===== config.mk =====
export PLATFORM = sky130hd
export DESIGN_NAME = mols_cell
export DESIGN_NICKNAME = d
export VERILOG_FILES = /design/src/hw/rtl/assert_macros.svh /design/src/hw/rtl/mols_pkg.sv /design/src/hw/rtl/mols_cell.sv
export SDC_FILE = /design/constraint.sdc
export NUM_CORES = 1
export LEC_CHECK = 0
export BUFFER_PORTS_ARGS = -buffer_cell sky130_fd_sc_hd__buf_2
export CORE_MARGIN = 4
export CORE_UTILIZATION = 40
export CTS_BUF_LIST = sky130_fd_sc_hd__clkbuf_4 sky130_fd_sc_hd__clkbuf_8
export CTS_CLUSTER_DIAMETER = 40
export DETAILED_ROUTE_END_ITERATION = 10
export GPL_ROUTABILITY_DRIVEN = 1
export MAX_ROUTING_LAYER = met4
export PLACE_DENSITY = 0.87
export SKIP_LAST_GASP = 1
export SYNTH_ARGS = -nofsm -noshare
export SYNTH_HDL_FRONTEND = slang
export SYNTH_SLANG_ARGS = --single-unit
export TNS_END_PERCENT = 20

===== constraint.sdc =====
create_clock -name i_clk -period 2.8 [get_ports i_clk]
set_input_delay 0.28 -clock i_clk [delete_from_list [all_inputs] [get_ports i_clk]]
set_output_delay 0.28 -clock i_clk [all_outputs]
set_load 0.02 [all_outputs]

===== src/hw/rtl/assert_macros.svh =====
// ---------------------------------------------------------------------------
// Assertion macros
// Shared assertion forms for the median selection RTL.
// ---------------------------------------------------------------------------
`ifndef ASSERT_MACROS_SVH
`define ASSERT_MACROS_SVH

// The consequent must hold in the same cycle as the antecedent.
`define ASSERT_IMPLY(lbl, clk, rst_n, ante, cons) \
    lbl: assert property (@(posedge clk) disable iff (!rst_n) (ante) |-> (cons)) \
        else $error("implication check failed");

// The expression must hold in every cycle outside reset.
`define ASSERT_ALWAYS(lbl, clk, rst_n, expr) \
    lbl: assert property (@(posedge clk) disable iff (!rst_n) (expr)) \
        else $error("invariant check failed");

`endif


===== src/hw/rtl/mols_pkg.sv =====
// ---------------------------------------------------------------------------
// mols_pkg
// Types and constants shared by the median selection block and its cells.
// ---------------------------------------------------------------------------
package mols_pkg;

    localparam int SAMPLE_W = 32;
    localparam int MEDIAN_W = 33;
    localparam int COUNT_W  = 7;

    typedef enum logic {
        ST_LOAD,
        ST_READ
    } t_state;

    typedef struct packed {
        logic load;
        logic shift;
    } t_cell_ctrl;

endpackage


===== src/hw/rtl/mols_cell.sv =====
// ---------------------------------------------------------------------------
// mols_cell
// One slot of the sorted insertion chain. On a load it keeps its word, takes
// the new sample or takes its left neighbor's word; on a shift it takes its
// right neighbor's word.
// ---------------------------------------------------------------------------
module mols_cell (
    input  logic                          i_clk,
    input  mols_pkg::t_cell_ctrl          i_ctrl,
    input  logic                          i_valid,
    input  logic [mols_pkg::SAMPLE_W-1:0] i_sample,
    input  logic [mols_pkg::SAMPLE_W-1:0] i_left_val,
    input  logic                          i_left_above,
    input  logic [mols_pkg::SAMPLE_W-1:0] i_right_val,
    output logic [mols_pkg::SAMPLE_W-1:0] o_val,
    output logic                          o_above
);
    import mols_pkg::*;

    logic [SAMPLE_W-1:0] r_val;
    logic [SAMPLE_W-1:0] n_val;

    assign o_above = !i_valid || (r_val > i_sample);
    assign o_val   = r_val;

    always_comb begin
        n_val = r_val;
        if (i_ctrl.shift) begin
            n_val = i_right_val;
        end else if (i_ctrl.load && o_above) begin
            n_val = i_left_above ? i_left_val : i_sample;
        end
    end

    always_ff @(posedge i_clk) begin
        r_val <= n_val;
    end

endmodule

==> impl_metrics.toml, run 1 <==
[cells_and_area]
insertedDiodeCount = 0
total_area_of_multi_input_combinational_cells_um2 = 1360
area_delta_synth_final_pct = 33.1
largest_reg_flops = 32
final_util = 0.555
layout.filler_cells = 555
layout.nets = 520
layout.area.seq_um2 = 961
layout-drive-gt1-share = 0.385

[cts]
cts_num_sinks = 32
clk_transition_reported_paths_ns = 0.06
postCtsHoldBufs = 0
ctsLongestPathBuffers = 2
cts_made_buffers = 5
clock_tree.htree_level_count = 2
insertion_delay_ns = 0.28
cts_setup_buffers = 0
cts_repair_resize_count = 0
cts.root.buffer_cell = "clkbuf_8"
tritoncts_clock_tree = "done"

[global_route]
grtUsageMet2 = 0.314
groute.layer.met1.usage = 0.199
track_usage = 0.174
grt_first_pass_wirelength_um = 10200
grt_antenna_before_repair = 0
gr-total-overflow = 0
grt_pass1_vias = 2377
grt_start_max_net_pins = 65
globalRoute.busiestLayer = "met2"
met3_usage = 0.0295

[worst_setup_path]
r2r_setup_slack_ns = 0.47
setup.worst_path.end_class = "output port"
critical_path.slowest_cell = "o31ai_1"
ff2ff_path_depth = 6
critical_path.cell_chain = "ha_1 -> a21oi_1 -> o21a_1 -> o211ai_1 -> o31ai_1 -> a31oi_1 -> buf_2"
timing.critical_path.slowest_cell_delay_ns = 0.45
critical_path_cell_count = 7
criticalPathCategory = "register to output port"
top_family_by_delay_on_critical_path = "compound AO/OA/AOI/OAI gates"
setup.worst_path.end = "o_above"
source_of_the_worst_register_to_register_timing_path = "o_val[23]"
cp-startpoint = "o_val[11]"
crit_buf_inv = 1
timing.critical_path.fanout_max = 3
start_kind = "register"
crit_required_ns = 2.52
arrival_time_of_data_at_the_critical_path_endpoint_ns = 2.21
r2r_end = "o_val[26]"

[synthesis]
synth_edf_count = 32
synth_top_family_by_area = "adder cells"
synth_seq_cells = 32
yosys.area_share.simple = 0.106
syn_inst = 255
synth_mux_area_frac = 0.129
postSynth.topFlopCell = "edfxtp_1"
yosysWarningCount = 0
synth.area.top_cells = "edfxtp_1 39%, ha_1 16%, mux2i_1 13%, o21ai_1 6.5%, nand2_1 5.4%"
post-synth-top-count-cell = "nand2_1"
netlist.area_leader.share = 0.387
synth-xor-area-share = 0
post_synth.cell_area_avg_um2 = 9.73
yosysSeqAreaShare = 0.387
synth_area_leader_cell = "edfxtp_1"
synthArstFlopShare = 0
synth-compound-area-share = 0.148
mappedNetlistArea_um2 = 2480
net_count_after_synthesis = 388
yosys.area_share.adder = 0.161
synthTopCellsByCount = "36 x nand2_1, 33 x inv_1"
netlist-cell-type-count = 32

[sta]
max_freq_ghz = 0.401
worstMarginPinSlew_ns = 0.963
report.final.slew_viol_count = 0
layout_min_cycle_time_ns = 2.49
setup_repair_after_global_routing_missed_its_margin = "no"
timing.slew.headroom = 0.358
final.setup_skew_ns = 0.00592
final.period_utilization = 0.891
setup_viol = 0
finalHoldViolCount = 0
timing.setup.tns_ns = 0

[power]
peakVddDrop_v = 0.000237
leakage_uw = 0.00175
powerDensity_nw_per_um2 = 434

[die]
core_area_um2 = 5960
fp.dieArea_um2 = 7530
count_of_boundary_i_o_pins = 134
die_height_um = 86.8
dieWidth_um = 86.8
floorplan.initialDensity = 0.417
row_count = 28

[routing]
drc_errors = 0
dr.first_iter.drc_count = 40
detail_route.vias_per_cell = 5.06
routedWlPerCell_um = 13.8
wire_length_after_detailed_routing_um = 6360
drt_pre_antenna_iters = 4
route.antenna.remaining_nets = 0
vias = 2336

[run]
max-cap-violations = 0

[placed_design]
numPortBuffers = 133
dp_hpwl_um = 5320
gpl.final_weighted_congestion = 0.815

[min_path]
timing.hold.worst.class = "input port to register"
hp_start = "i_right_val[5]"

[status]
status = "completed"
-- through the flow --
step                      power, µW  cells  hold slack, ns  setup slack [ns]  cell area (µm²)
after floorplan                 936    255           0.474             0.183             2490
after global placement         1110    455           0.566             0.412             3230
after detailed placement       1130    455           0.570             0.420             3230
after CTS                      1460    462           0.277             0.300             3300
after global routing           1530    462           0.284             0.159             3300
final                          1430    462           0.287             0.307             3300
-- report_power, final --
group	leakage, µW	switching (µW)	internal [µW]
logic	0.00138	282	205
clock network	0.0000391	155	164
registers	0.000325	27.6	599
total	0.00175	465	968
-- cell families (layout without fill, tap and decap cells) --
logic type | Yosys count | count (layout)
muxes | 32 | 32
and+or+nand+nor | 55 | 55
buffers and inverters | 44 | 176
DFF | 32 | 32
adders and majority gates | 32 | 32
AOI/OAI and AO/OA | 60 | 60
-- layer usage --
metal | up-vias | wire (µm)
met5 | - | 0
met4 | 0 | 66
met3 | 8 | 433
met2 | 78 | 3310
met1 | 1063 | 2540
li1 | 1187 | -
-- cell type report --
cell class / instances / area share
multi-input cells: 179 / 0.412
flip-flops and latches: 32 / 0.291
repair buffers: 136 / 0.208
inverters: 33 / 0.0375
well taps: 75 / 0.0284
clock buffers: 5 / 0.0208
clock inverters: 2 / 0.00227
-- worst min path at each step --
stage                     slack (ns)  cells after the start   endpoint
final                           0.29                      3   o_val[5]
after global routing            0.28                      3   o_val[1]
after CTS                       0.28                      3   o_val[1]
after detailed placement        0.57                      3  o_val[30]
after global placement          0.57                      3   o_val[0]
after floorplan                 0.47                      2  o_val[29]
-- placed cells by master (no fill, tap or decap), types with 2 or more instances in the layout --
cell type  instances
mux2i_1           32
buf_4              3
inv_1             33
ha_1              32
clkinv_1           2
nand2_1           36
nor2_1             2
a21oi_1           12
nand3_1            4
o21ai_1           32
clkbuf_8           5
o21ai_0            2
a21o_1             3
buf_2            133
edfxtp_1          32
nand4_1            7
-- worst min-delay path: stages --
cell     delay (ns)
buf_2          0.08
nand2_1        0.04
o21ai_1        0.06
(Power assumes the default switching activity.)
==> run 2, diff against run 1 <==
--- a/config.mk
+++ b/config.mk
@@ -6,6 +6,7 @@
 export NUM_CORES = 1
 export LEC_CHECK = 0
 export BUFFER_PORTS_ARGS = -buffer_cell sky130_fd_sc_hd__buf_2
+export CORE_ASPECT_RATIO = 0.6
 export CORE_MARGIN = 4
 export CORE_UTILIZATION = 40
 export CTS_BUF_LIST = sky130_fd_sc_hd__clkbuf_4 sky130_fd_sc_hd__clkbuf_8
@@ -14,6 +15,7 @@
 export GPL_ROUTABILITY_DRIVEN = 1
 export MAX_ROUTING_LAYER = met4
 export PLACE_DENSITY = 0.87
+export RECOVER_POWER = 25
 export SKIP_LAST_GASP = 1
 export SYNTH_ARGS = -nofsm -noshare
 export SYNTH_HDL_FRONTEND = slang
==> run 2 against run 1 <==
  * Sequential power rose by 0.6%
  * Final cell count rose by 1.5%
  * Clock power rose by 10%
  * Worst setup slack got worse by 0.017 ns
  * Clock skew rose by 0.0031 ns
  * Register-to-register slack got worse by 0.09 ns
  * First-iteration DRC count rose by 100%
  * Largest cell class unchanged
  * Sequential share of layout area barely moved
  * Critical path depth fell by 1
  * Hold slack got worse by 0.0099 ns
  * Fmax fell by 0.66%
  * Utilization rose by 1.6 points
==> impl_metrics.toml, run 2 (same netlist as run 1, synthesis figures left out) <==
[placed_design]
dpl.cell_count = 461
dp_hpwl_um = 5730
gpl.final_weighted_congestion = 0.792
postPlaceCellArea_um2 = 3240
numPortBuffers = 133

[cells_and_area]
area_delta_synth_final_pct = 33.0
final_util = 0.571
largest_reg_flops = 32
layout.nets = 521
commonest_cells_after_routing_fill_and_taps_aside = "113 x buf_2, 36 x nand2_1, 33 x inv_1"
instances_no_fill = 469
layout.filler_cells = 564
layout-drive-gt1-share = 0.339
final_common_cell = "buf_2"
post-route-cell-area_um2 = 3300
insertedDiodeCount = 0

[global_route]
gr-total-overflow = 0
grt_pass1_vias = 2410
grtUsageMet2 = 0.301
met3_usage = 0.0420
globalRoute.busiestLayer = "met2"
groute.layer.met1.usage = 0.235
track_usage = 0.185
grt_antenna_before_repair = 0
grt_first_pass_wirelength_um = 10800
grt_start_max_net_pins = 53

[power]
powerDensity_nw_per_um2 = 445
peakVddDrop_v = 0.000260
leakage_uw = 0.00170

[worst_setup_path]
critical_path.cell_chain = "ha_1 -> nand4_1 -> nor4_2 -> o31ai_1 -> a31oi_1 -> buf_2"
timing.critical_path.fanout_max = 3
start_kind = "register"
setup.worst_path.end_class = "output port"
timing.critical_path.slowest_cell_delay_ns = 0.42
r2r_setup_slack_ns = 0.38
source_of_the_worst_register_to_register_timing_path = "o_val[19]"
criticalPathCategory = "register to output port"
ff2ff_path_depth = 6
crit_required_ns = 2.52
arrival_time_of_data_at_the_critical_path_endpoint_ns = 2.23
critical_path.slowest_cell = "nor4_2"
r2r_end = "o_val[12]"

[min_path]
timing.hold.worst.class = "input port to register"
hp_start = "i_right_val[29]"
hold_depth = 3
whs_endpoint = "o_val[29]"

[sta]
final.period_utilization = 0.896
timing.slew.headroom = 0.288
max_freq_ghz = 0.398
final.setup_skew_ns = 0.00904
setup_repair_after_global_routing_missed_its_margin = "no"
report.final.slew_viol_count = 0
setup_viol = 0
layout_min_cycle_time_ns = 2.51
timing.setup.tns_ns = 0
finalHoldViolCount = 0
worstMarginPinSlew_ns = 1.07

[routing]
route.antenna.remaining_nets = 0
drc_errors = 0
routedWlPerCell_um = 14.5
vias = 2328
wire_length_after_detailed_routing_um = 6810
dr.first_iter.drc_count = 80
drt_pre_antenna_iters = 4
detail_route.vias_per_cell = 4.96

[die]
core_area_um2 = 5780
die_height_um = 69.0
row_count = 21
fp.dieArea_um2 = 7570
floorplan.initialDensity = 0.429
count_of_boundary_i_o_pins = 134
dieWidth_um = 110

[cts]
cts_repair_resize_count = 0
cts_made_buffers = 5
cts_setup_buffers = 0
postCtsHoldBufs = 0
clk_transition_reported_paths_ns = 0.07
insertion_delay_ns = 0.28
cts.root.buffer_cell = "clkbuf_8"
ctsLongestPathBuffers = 2
tritoncts_clock_tree = "done"
cts_num_sinks = 32
clock_tree.htree_level_count = 2

[run]
max-cap-violations = 0

[status]
status = "completed"
## run 2: changes by cell type in the layout (fill, tap and decap cells not counted), sizes merged
cell / change
clkbuf: +23
buf: -20
clkinv: -1
## run 2: worst max path at each step
stage / from / endpoint / slack, ns / cells after the start
2_1_floorplan: o_val[1] / o_val[0] / 0.18 / 6
3_3_place_gp: i_sample[15] / o_val[15] / 0.46 / 8
3_5_place_dp: o_val[19] / o_val[13] / 0.41 / 6
4_1_cts: o_val[11] / o_above / 0.28 / 7
5_1_grt: o_val[11] / o_above / 0.12 / 7
6_report: o_val[19] / o_above / 0.29 / 6
## run 2: layout make-up
type	instances	area, µm²	area share
clock buffers	7	83.8	0.0254
clock inverters	1	3.75	0.00114
inverters	33	124	0.0375
multi-input cells	179	1360	0.412
flip-flops and latches	32	961	0.291
well taps	80	100	0.0303
repair buffers	137	668	0.202
## run 2: metal layers
layer	share of wire	wire (µm)	vias up
li1	-	-	1187
met5	0	0	-
met4	0.0068	46	0
met1	0.45	3090	1051
met3	0.079	535	5
met2	0.46	3140	85
## run 2: critical path: cells and delay by family (launching register included)
family,cells,cell delay [ns]
and+or+nand+nor,2,0.62
buffers and inverters,1,0.19
DFF,1,0.41
adders and majority gates,1,0.33
AOI/OAI and AO/OA,2,0.39
## run 2: where the power goes
part	switching (µW)	leakage (µW)	internal, µW
Combinational	288	0.00133	198
Clock	159	0.0000467	192
Sequential	31.0	0.000325	599
Total	479	0.00170	990
## run 2: metrics by stage
step,setup WS (ns),power [µW],hold WS (ns)
2_1_floorplan,0.183,936,0.474
3_3_place_gp,0.464,1110,0.564
3_5_place_dp,0.408,1140,0.563
4_1_cts,0.282,1500,0.267
5_1_grt,0.123,1570,0.278
6_report,0.290,1470,0.277
